`src/design/rtss_pkg.sv`:
```
// Package for the resistive touch SPI sequencer: command words, slot limits,
// register indexes and the best-two averaging function.
// No dependencies.
package rtss_pkg;

    localparam int unsigned SampleW   = 13;
    localparam int unsigned CoordW    = 14;
    localparam int unsigned PressW    = 15;
    localparam int unsigned NumSample = 6;

    localparam logic [7:0]  StartByte     = 8'hB1;
    localparam logic [7:0]  LastShortSlot = 8'd71;
    localparam logic [7:0]  LastLongSlot  = 8'd151;
    localparam logic [7:0]  ByteSlots     = 8'd8;
    localparam logic [12:0] FullScale     = 13'd4095;
    localparam logic [7:0]  TickSat       = 8'd255;

    localparam logic [1:0]  RotationReset = 2'd0;
    localparam logic [13:0] ThresholdReset = 14'd300;
    localparam logic [7:0]  IntervalReset = 8'd3;

    // word positions in the command list
    localparam logic [4:0] WordZ1    = 5'd0;
    localparam logic [4:0] WordZ2    = 5'd1;
    localparam logic [4:0] WordFirst = 5'd3;
    localparam logic [4:0] WordLast  = 5'd8;
    localparam logic [4:0] ShortSkip = 5'd5;

    typedef enum logic [1:0] {
        CFG_ROTATION  = 2'd0,
        CFG_THRESHOLD = 2'd1,
        CFG_INTERVAL  = 2'd2
    } cfg_index_t;

    typedef enum logic [1:0] {
        ROT_SWAP_FLIP_X = 2'd0,
        ROT_NATIVE      = 2'd1,
        ROT_SWAP_FLIP_Y = 2'd2,
        ROT_FLIP_BOTH   = 2'd3
    } rotation_t;

    function automatic logic [15:0] cmd_word(input logic [3:0] idx);
        logic [15:0] w;
        case (idx)
            4'd0:    w = 16'h00C1;
            4'd1:    w = 16'h0091;
            4'd2:    w = 16'h0091;
            4'd3:    w = 16'h00D1;
            4'd4:    w = 16'h0091;
            4'd5:    w = 16'h00D1;
            4'd6:    w = 16'h0091;
            4'd7:    w = 16'h00D0;
            default: w = 16'h0000;
        endcase
        return w;
    endfunction

    function automatic logic [SampleW-1:0] abs_diff(input logic [SampleW-1:0] a,
                                                    input logic [SampleW-1:0] b);
        return (a > b) ? (a - b) : (b - a);
    endfunction

    // mean of the closest pair, rounded down; ties favour (a,b), then (a,c)
    function automatic logic [SampleW-1:0] best_two(input logic [SampleW-1:0] a,
                                                    input logic [SampleW-1:0] b,
                                                    input logic [SampleW-1:0] c);
        logic [SampleW-1:0] ab;
        logic [SampleW-1:0] ac;
        logic [SampleW-1:0] bc;
        logic [SampleW:0]   sum;
        ab = abs_diff(a, b);
        ac = abs_diff(a, c);
        bc = abs_diff(b, c);
        if (ab <= ac && ab <= bc)
        begin
            sum = {1'b0, a} + {1'b0, b};
        end
        else if (ac <= ab && ac <= bc)
        begin
            sum = {1'b0, a} + {1'b0, c};
        end
        else
        begin
            sum = {1'b0, b} + {1'b0, c};
        end
        return sum[SampleW:1];
    endfunction

endpackage

```
`src/design/resistive_touch_spi_sequencer_top.sv`:
```
// Top level of the resistive touch SPI sequencer: slot sequencer, pressure
// and coordinate filtering, output register. Depends on rtss_pkg.
//
// Usage:
//   Slave stream: one transfer per serial bit slot, tdata = {miso, ms_tick,
//   poll} in bits 2..0. A poll on an idle slot starts a read pass once
//   min_interval_ms ticks have been counted since the previous pass began.
//   Master stream: one transfer per accepted slot carrying the pin levels
//   for that slot (cs_n, mosi, sclk_pulse), busy, the stored touch state and
//   the filtered coordinates; tlast marks the final slot of a pass.
//   A short pass (no touch) lasts 72 slots, a long pass 152 slots.
//   Configuration: a separate write channel (cfg_valid/cfg_ready, cfg_addr,
//   cfg_data), always ready; write only while no pass is under way.
//   Timing: the result of a slot is registered and appears in the cycle after its transfer.
//   Throughput: one slot per clock while the result stream does not stall; the single
//   output register is refilled in the cycle it is emptied.
//   Reset: rst_n clears the sequencer, stored samples and coordinates and
//   loads rotation 0, threshold 300, interval 3.
//   Stall: when m_tready is low and the output register is full, s_tready
//   drops and the slot sequencer holds.
module resistive_touch_spi_sequencer_top
    import rtss_pkg::*;
(
    input  logic        clk,
    input  logic        rst_n,
    // input slot stream
    input  logic        s_tvalid,
    output logic        s_tready,
    input  logic [7:0]  s_tdata,   // [0] poll, [1] ms_tick, [2] miso, rest zero
    // result stream
    output logic        m_tvalid,
    input  logic        m_tready,
    output logic [47:0] m_tdata,   // [0] cs_n, [1] mosi, [2] sclk_pulse, [3] busy_res,
                                   // [4] touched, [18:5] coord_x, [32:19] coord_y,
                                   // [46:33] pressure, [47] zero
    output logic        m_tlast,   // done_res
    // configuration writes
    input  logic        cfg_valid,
    output logic        cfg_ready,
    input  logic [1:0]  cfg_addr,
    input  logic [13:0] cfg_data
);

    // configuration registers
    logic [1:0]  rotation_reg;
    logic [13:0] threshold_reg;
    logic [7:0]  interval_reg;

    // sequencer state
    logic [7:0]                slot_reg,      slot_next;
    logic                      busy_reg,      busy_next;
    logic                      long_reg,      long_next;
    logic [15:0]               shift_reg,     shift_next;
    logic [SampleW-1:0]        plate_reg,     plate_next;
    logic signed [PressW-1:0]  pwork_reg,     pwork_next;
    logic [SampleW-1:0]        sample_reg  [NumSample];
    logic [SampleW-1:0]        sample_next [NumSample];
    logic [7:0]                ms_reg,        ms_next;
    logic signed [CoordW-1:0]  x_reg,         x_next;
    logic signed [CoordW-1:0]  y_reg,         y_next;
    logic [CoordW-1:0]         z_reg,         z_next;

    // output register
    logic        m_tvalid_reg;
    logic [47:0] m_tdata_reg,  m_tdata_next;
    logic        m_tlast_reg,  m_tlast_next;

    logic accept;
    logic poll, tick, miso;

    assign cfg_ready = 1'b1;
    assign s_tready  = !m_tvalid_reg || m_tready;
    assign accept    = s_tvalid && s_tready;
    assign poll      = s_tdata[0];
    assign tick      = s_tdata[1];
    assign miso      = s_tdata[2];

    assign m_tvalid = m_tvalid_reg;
    assign m_tdata  = m_tdata_reg;
    assign m_tlast  = m_tlast_reg;

    // one slot of the sequencer
    always_comb
    begin
        logic               start;
        logic               active;
        logic [7:0]         s;
        logic               lng;
        logic [7:0]         sub;
        logic [4:0]         eff;
        logic [3:0]         bitpos;
        logic [15:0]        word;
        logic [SampleW-1:0] val;
        logic [2:0]         sidx;
        logic               last;
        logic               mosi, done;
        logic signed [PressW-1:0] pclamp;
        logic [SampleW-1:0] xa, ya;
        logic signed [CoordW-1:0] xs, ys, xi, yi;
        logic               touched;

        start  = !busy_reg && poll && (ms_reg >= interval_reg);
        active = busy_reg || start;
        s      = start ? 8'd0 : slot_reg;
        lng    = start ? 1'b0 : long_reg;

        // hold by default
        slot_next  = slot_reg;
        busy_next  = active;
        long_next  = lng;
        shift_next = start ? 16'd0 : shift_reg;
        plate_next = plate_reg;
        pwork_next = pwork_reg;
        for (int i = 0; i < NumSample; i++)
        begin
            sample_next[i] = start ? '0 : sample_reg[i];
        end
        x_next = x_reg;
        y_next = y_reg;
        z_next = z_reg;

        // millisecond counter: restart on a pass start, else count and saturate
        if (start)
        begin
            ms_next = 8'd0;
        end
        else if (tick && ms_reg != TickSat)
        begin
            ms_next = ms_reg + 8'd1;
        end
        else
        begin
            ms_next = ms_reg;
        end

        mosi   = 1'b0;
        done   = 1'b0;
        sub    = s - ByteSlots;
        bitpos = sub[3:0];
        eff    = {1'b0, sub[7:4]};
        if (!lng && eff >= 5'd2)
        begin
            eff = eff + ShortSkip;
        end
        if (eff > WordLast)
        begin
            eff = WordLast;
        end
        word   = cmd_word(eff[3:0]);
        sidx   = 3'(eff - WordFirst);
        pclamp = '0;
        xa     = '0;
        ya     = '0;
        xs     = '0;
        ys     = '0;
        xi     = '0;
        yi     = '0;
        val    = '0;
        last   = 1'b0;

        if (active)
        begin
            shift_next = {shift_next[14:0], miso};
            val        = shift_next[15:3];
            if (s < ByteSlots)
            begin
                mosi = StartByte[3'(7 - s[2:0])];
            end
            else
            begin
                mosi = word[4'(15 - bitpos)];
                if (bitpos == 4'd15)
                begin
                    if (eff == WordZ1)
                    begin
                        plate_next = val;
                    end
                    else if (eff == WordZ2)
                    begin
                        pwork_next = signed'({2'b00, plate_next})
                                   + signed'({2'b00, FullScale})
                                   - signed'({2'b00, val});
                        long_next  = pwork_next >= signed'({1'b0, threshold_reg});
                    end
                    else if (eff >= WordFirst)
                    begin
                        sample_next[sidx] = val;
                    end
                end
            end

            last = s >= (long_next ? LastLongSlot : LastShortSlot);
            if (last)
            begin
                done      = 1'b1;
                busy_next = 1'b0;
                slot_next = 8'd0;
                pclamp    = pwork_next[PressW-1] ? '0 : pwork_next;
                if (pclamp < signed'({1'b0, threshold_reg}))
                begin
                    z_next = '0;
                end
                else
                begin
                    xa = best_two(sample_next[0], sample_next[2], sample_next[4]);
                    ya = best_two(sample_next[1], sample_next[3], sample_next[5]);
                    xs = signed'({1'b0, xa});
                    ys = signed'({1'b0, ya});
                    xi = signed'({1'b0, FullScale}) - xs;
                    yi = signed'({1'b0, FullScale}) - ys;
                    z_next = pclamp[CoordW-1:0];
                    case (rotation_t'(rotation_reg))
                        ROT_SWAP_FLIP_X:
                        begin
                            x_next = yi;
                            y_next = xs;
                        end
                        ROT_NATIVE:
                        begin
                            x_next = xs;
                            y_next = ys;
                        end
                        ROT_SWAP_FLIP_Y:
                        begin
                            x_next = ys;
                            y_next = xi;
                        end
                        default:
                        begin
                            x_next = xi;
                            y_next = yi;
                        end
                    endcase
                end
            end
            else
            begin
                slot_next = s + 8'd1;
            end
        end

        touched = z_next >= threshold_reg;
        m_tlast_next = done;
        m_tdata_next = {1'b0, z_next, y_next, x_next, touched,
                        active, active, mosi, !active};
    end

    // configuration writes
    always_ff @(posedge clk or negedge rst_n)
    begin
        if (!rst_n)
        begin
            rotation_reg  <= RotationReset;
            threshold_reg <= ThresholdReset;
            interval_reg  <= IntervalReset;
        end
        else if (cfg_valid && cfg_ready)
        begin
            case (cfg_index_t'(cfg_addr))
                CFG_ROTATION:  rotation_reg  <= cfg_data[1:0];
                CFG_THRESHOLD: threshold_reg <= cfg_data;
                CFG_INTERVAL:  interval_reg  <= cfg_data[7:0];
                default:       ;
            endcase
        end
    end

    // sequencer state: advance on each accepted slot
    always_ff @(posedge clk or negedge rst_n)
    begin
        if (!rst_n)
        begin
            slot_reg  <= '0;
            busy_reg  <= 1'b0;
            long_reg  <= 1'b0;
            shift_reg <= '0;
            plate_reg <= '0;
            pwork_reg <= '0;
            for (int i = 0; i < NumSample; i++)
            begin
                sample_reg[i] <= '0;
            end
            ms_reg <= '0;
            x_reg  <= '0;
            y_reg  <= '0;
            z_reg  <= '0;
        end
        else if (accept)
        begin
            slot_reg  <= slot_next;
            busy_reg  <= busy_next;
            long_reg  <= long_next;
            shift_reg <= shift_next;
            plate_reg <= plate_next;
            pwork_reg <= pwork_next;
            for (int i = 0; i < NumSample; i++)
            begin
                sample_reg[i] <= sample_next[i];
            end
            ms_reg <= ms_next;
            x_reg  <= x_next;
            y_reg  <= y_next;
            z_reg  <= z_next;
        end
    end

    // output register: load on accept, drop valid once taken
    always_ff @(posedge clk or negedge rst_n)
    begin
        if (!rst_n)
        begin
            m_tvalid_reg <= 1'b0;
        end
        else if (accept)
        begin
            m_tvalid_reg <= 1'b1;
        end
        else if (m_tready)
        begin
            m_tvalid_reg <= 1'b0;
        end
    end

    always_ff @(posedge clk)
    begin
        if (accept)
        begin
            m_tdata_reg <= m_tdata_next;
            m_tlast_reg <= m_tlast_next;
        end
    end

endmodule
```
`config.mk`:
```
export PLATFORM = sky130hd
export DESIGN_NAME = resistive_touch_spi_sequencer_top
export DESIGN_NICKNAME = d
export VERILOG_FILES = /design/src/design/rtss_pkg.sv /design/src/design/resistive_touch_spi_sequencer_top.sv
export SDC_FILE = /design/constraint.sdc
export NUM_CORES = 1
export LEC_CHECK = 0
export ABC_CLOCK_PERIOD_IN_PS = 17960
export BUFFER_PORTS_ARGS = -buffer_cell sky130_fd_sc_hd__clkbuf_2
export CAP_MARGIN = 20
export CORE_ASPECT_RATIO = 1.25
export CORE_UTILIZATION = 50
export DETAILED_ROUTE_END_ITERATION = 12
export PLACE_DENSITY = 0.65
export SLEW_MARGIN = 30
export SYNTH_ARGS = -nofsm -noshare
export SYNTH_HDL_FRONTEND = slang
export SYNTH_SLANG_ARGS = --single-unit
```
`constraint.sdc`:
```
create_clock -name clk -period 17.96 [get_ports clk]
set_clock_uncertainty 0.05 [all_clocks]
set_input_delay 2.694 -clock clk [delete_from_list [all_inputs] [get_ports clk]]
set_output_delay 2.694 -clock clk [all_outputs]
set_load 0.01 [all_outputs]
```
==> impl_metrics.env <==
export IMPL_fp_row_count=94
export IMPL_post_synth_cell_area_avg_um2=8.26
export IMPL_synth_top_family_by_area="compound AO/OA/AOI/OAI gates"
export IMPL_total_of_endpoints_with_negative_setup_slack_in_the_final_report=0
export IMPL_critical_path_peak_fanout=18
export IMPL_syn_cell_area_um2=26600
export IMPL_area_growth_synth_to_final_pct=10.5
export IMPL_drive_gt1_frac=0.142
export IMPL_synth_mux_area_frac=0.0918
export IMPL_die_h_um=260
export IMPL_cts_clk_slew_worst_paths_ns=0.07
export IMPL_post_detailed_route_wirelength_per_cell_um=20.9
export IMPL_clock_tree_buffer_depth=3
export IMPL_reg2reg_slack_ns=2.15
export IMPL_yosys_register_bits=253
export IMPL_final_period_minus_worst_setup_slack_ns=16.72
export IMPL_largest_register_ff_count=78
export IMPL_synth_edff_count=47
export IMPL_yosys_area_share_adder=0.175
export IMPL_hold_viol_final=0
export IMPL_cts_root_buffer_cell="clkbuf_16"
export IMPL_synthesis_yosys_warnings=0
export IMPL_num_fill_cells=4949
export IMPL_avgViaCountPerCell=5.91
export IMPL_drv_slew=0
export IMPL_numPortBuffers=73
export IMPL_mappedNetlistNets=3621
export IMPL_critical_path_endpoint="m_tdata[16]$_DFFE_PP_"
export IMPL_worst_slew_pin_transition_ns=0.896
export IMPL_netlist_instances=3227
export IMPL_drv_max_cap_violation_count=0
export IMPL_cts_sink_count=253
export IMPL_cts_hold_buffers=0
export IMPL_worstReg2RegEnd="m_tdata[16]$_DFFE_PP_"
export IMPL_dieArea_um2=54200
export IMPL_finish_utilization=0.559
export IMPL_cts_tree="done"
export IMPL_crit_type="primary input to flop"
export IMPL_finalWeightedCongestion=1.02
export IMPL_antenna_violating_nets_post_route=0
export IMPL_place_hpwl_um=67600
export IMPL_synth_main_ff_cell="dfrtp_1"
export IMPL_max_freq_ghz=0.0598
export IMPL_drt_pass1_iterations=6
export IMPL_asyncSetResetFlopFracSynth=0.814
export IMPL_outcome="complete, no violations"
export IMPL_synth_lib_cells_used_distinct=104
export IMPL_worst_hold_path_type="flop to flop"
export IMPL_ctsHtreeMaxLevel=1
export IMPL_first_global_vias=23838
export IMPL_crit_arrival_ns=17.01
export IMPL_route_detailed_drc=0
export IMPL_synth_simple_gate_area_share=0.170
export IMPL_global_route_wire_length_before_repair_um=131000
export IMPL_crit_path_end_kind="flop"
export IMPL_grt_antenna_before_repair=1
export IMPL_nets=3725
export IMPL_cpMaxStageDelayCell="or4_1"
export IMPL_io_pins=81
export IMPL_netlist_top_cell_by_area="dfrtp_1"
export IMPL_numCtsBuffers=27
export IMPL_max_slew_margin_rel=0.402
export IMPL_start_util=0.506
export IMPL_x_dimension_of_the_die_um=208
export IMPL_synthDominantCellAreaShare=0.188
export IMPL_synth_compound_area_share=0.206
export IMPL_synth_xor_xnor_area_share=0.0508
export IMPL_diode_count=0
export IMPL_postRouteWirelength_um=83900
export IMPL_critPathMaxStageDelay_ns=0.48
export IMPL_synth_seq_area_share=0.247
export IMPL_num_vias=23794
export IMPL_most_area_consuming_cells_after_synthesis="dfrtp_1 19%, ha_1 17%, mux2i_1 5.5%"
export IMPL_core_area_um2=52700
export IMPL_critical_path_top_cell_by_count="a21oi_1"
export IMPL_grtUsageTotal=0.307
export IMPL_largest_net_degree_at_the_start_of_global_routing=123
export IMPL_worst_setup_path_start_kind="primary input"
export IMPL_period_share=0.931
export IMPL_timing_critical_path_from="s_tdata[0]"
export IMPL_regToRegStartpoint="interval_reg[1]$_DFFE_PN1P_"
export IMPL_worst_skew_late_latency_ns=0.60
export IMPL_globalRouteOverflowTotal=0
export IMPL_worst_endpoint_required_ns=18.25
export IMPL_detail_route_iter0_violations=1504
export IMPL_worst_reg2reg_path_length_in_cells=74
critical path: cells and delay by family:
| family | cells | cell delay (ns) |
|---|---|---|
| multiplexers | 3 | 0.85 |
| buffers and inverters | 9 | 1.36 |
| AND/OR/NAND/NOR | 20 | 3.62 |
| XOR/XNOR | 3 | 0.53 |
| adder cells (fa/ha/maj) | 6 | 1.92 |
| AO/OA/AOI/OAI | 32 | 6.01 |
layout by cell type (no fill, tap or decap), types with 8 or more instances in the layout:
cell / n
a211o_1: 9
a211oi_1: 23
a21o_1: 66
a21oi_1: 211
a221oi_1: 9
a31oi_1: 25
and2_1: 9
and3_1: 15
buf_4: 164
clkbuf_1: 10
clkbuf_16: 27
clkbuf_2: 72
dfrtp_1: 200
edfxtp_1: 47
fa_1: 13
ha_1: 351
inv_1: 236
mux2_2: 86
mux2i_1: 146
nand2_1: 345
nand2b_1: 62
nand3_1: 59
nand3b_1: 9
nand4_1: 42
nor2_1: 206
nor2b_1: 53
nor3_1: 28
nor4_1: 8
o2111ai_1: 8
o211ai_1: 19
o21a_1: 21
o21ai_0: 290
o21bai_1: 55
o31ai_1: 20
or2_2: 59
or3_1: 15
xnor2_1: 113
xor2_1: 39
layout make-up:
cell class,instances,area [µm²],share of cell area
Sequential cell,253,6570,0.223
Timing Repair Buffer,239,1640,0.0556
Tap cell,672,841,0.0286
Multi-Input combinational cell,2571,18600,0.631
Clock buffer,40,754,0.0256
Clock inverter,10,153,0.00518
Inverter,239,897,0.0305
synth_stat cells, drive strengths merged (7+ instances only):
library cell	instances
xnor2	113
and3	15
nor3b	7
ha	352
mux2i	146
a21boi	8
nor4	9
o211ai	19
xor2	39
nand2b	62
a211o	9
a21o	66
o21a	22
nor3	29
buf	31
nand3b	9
a211oi	26
o21bai	55
a31oi	26
and2	10
dfrtp	200
nor2b	53
a21oi	214
or3	16
a31o	9
o21ai	300
nand2	347
fa	13
nor2	209
a221oi	10
nand4	42
o31ai	20
or2	61
mux2	87
edfxtp	47
or4	7
nand3	59
o2111ai	8
a22oi	7
clkbuf	133
inv	238
kinds of logic (layout without fill, tap and decap cells):
logic type	Yosys count	count (layout)
AOI/OAI and AO/OA	867	867
muxes	233	233
DFF	253	253
xor gates and xnor gates	153	153
adders and majority gates	366	366
other	2	2
and+or+nand+nor	950	950
buffers and inverters	403	528
what timing repair did:
action / in CTS / in global routing
endpoints found under the setup margin: 0 / 8
buffers inserted: 0 / 0
resized for setup: 0 / 4
layer usage:
| layer | part of all wire | vias up | global-route usage | wire (µm) |
|---|---|---|---|---|
| li1 | - | 11553 | - | - |
| met1 | 0.41 | 11438 | 0.359 | 34600 |
| met2 | 0.50 | 607 | 0.565 | 42000 |
| met3 | 0.035 | 194 | 0.0231 | 2900 |
| met4 | 0.052 | 2 | 0.153 | 4370 |
| met5 | 0.00015 | - | 0 | 13 |
how the worst min path moves through the flow:
stage	from	endpoint	slack [ns]	cells past startpoint
2_1_floorplan	pwork_reg[14]$_DFFE_PN0P_	pwork_reg[14]$_DFFE_PN0P_	0.39	2
3_3_place_gp	pwork_reg[14]$_DFFE_PN0P_	pwork_reg[14]$_DFFE_PN0P_	0.40	2
3_5_place_dp	z_reg[11]$_DFFE_PN0P_	z_reg[11]$_DFFE_PN0P_	0.41	2
4_1_cts	z_reg[11]$_DFFE_PN0P_	z_reg[11]$_DFFE_PN0P_	0.43	2
5_1_grt	z_reg[1]$_DFFE_PN0P_	z_reg[1]$_DFFE_PN0P_	0.44	2
6_report	z_reg[11]$_DFFE_PN0P_	z_reg[11]$_DFFE_PN0P_	0.43	2
through the flow:
| step | worst slack (ns) | hold slack (ns) | cells | area [µm²] | TNS [ns] |
|---|---|---|---|---|---|
| 2_1_floorplan | 0.943 | 0.390 | 3227 | 26600 | 0 |
| 3_3_place_gp | 0.785 | 0.404 | 3974 | 28500 | 0 |
| 3_5_place_dp | 0.591 | 0.413 | 3974 | 28500 | 0 |
| 4_1_cts | 1.17 | 0.431 | 4024 | 29400 | 0 |
| 5_1_grt | -0.0780 | 0.444 | 4024 | 29400 | -0.132 |
| 6_report | 1.24 | 0.431 | 4024 | 29400 | 0 |
Power is not shown: default switching activity piles up to over one toggle a cycle in this logic, so the estimate is an artifact.
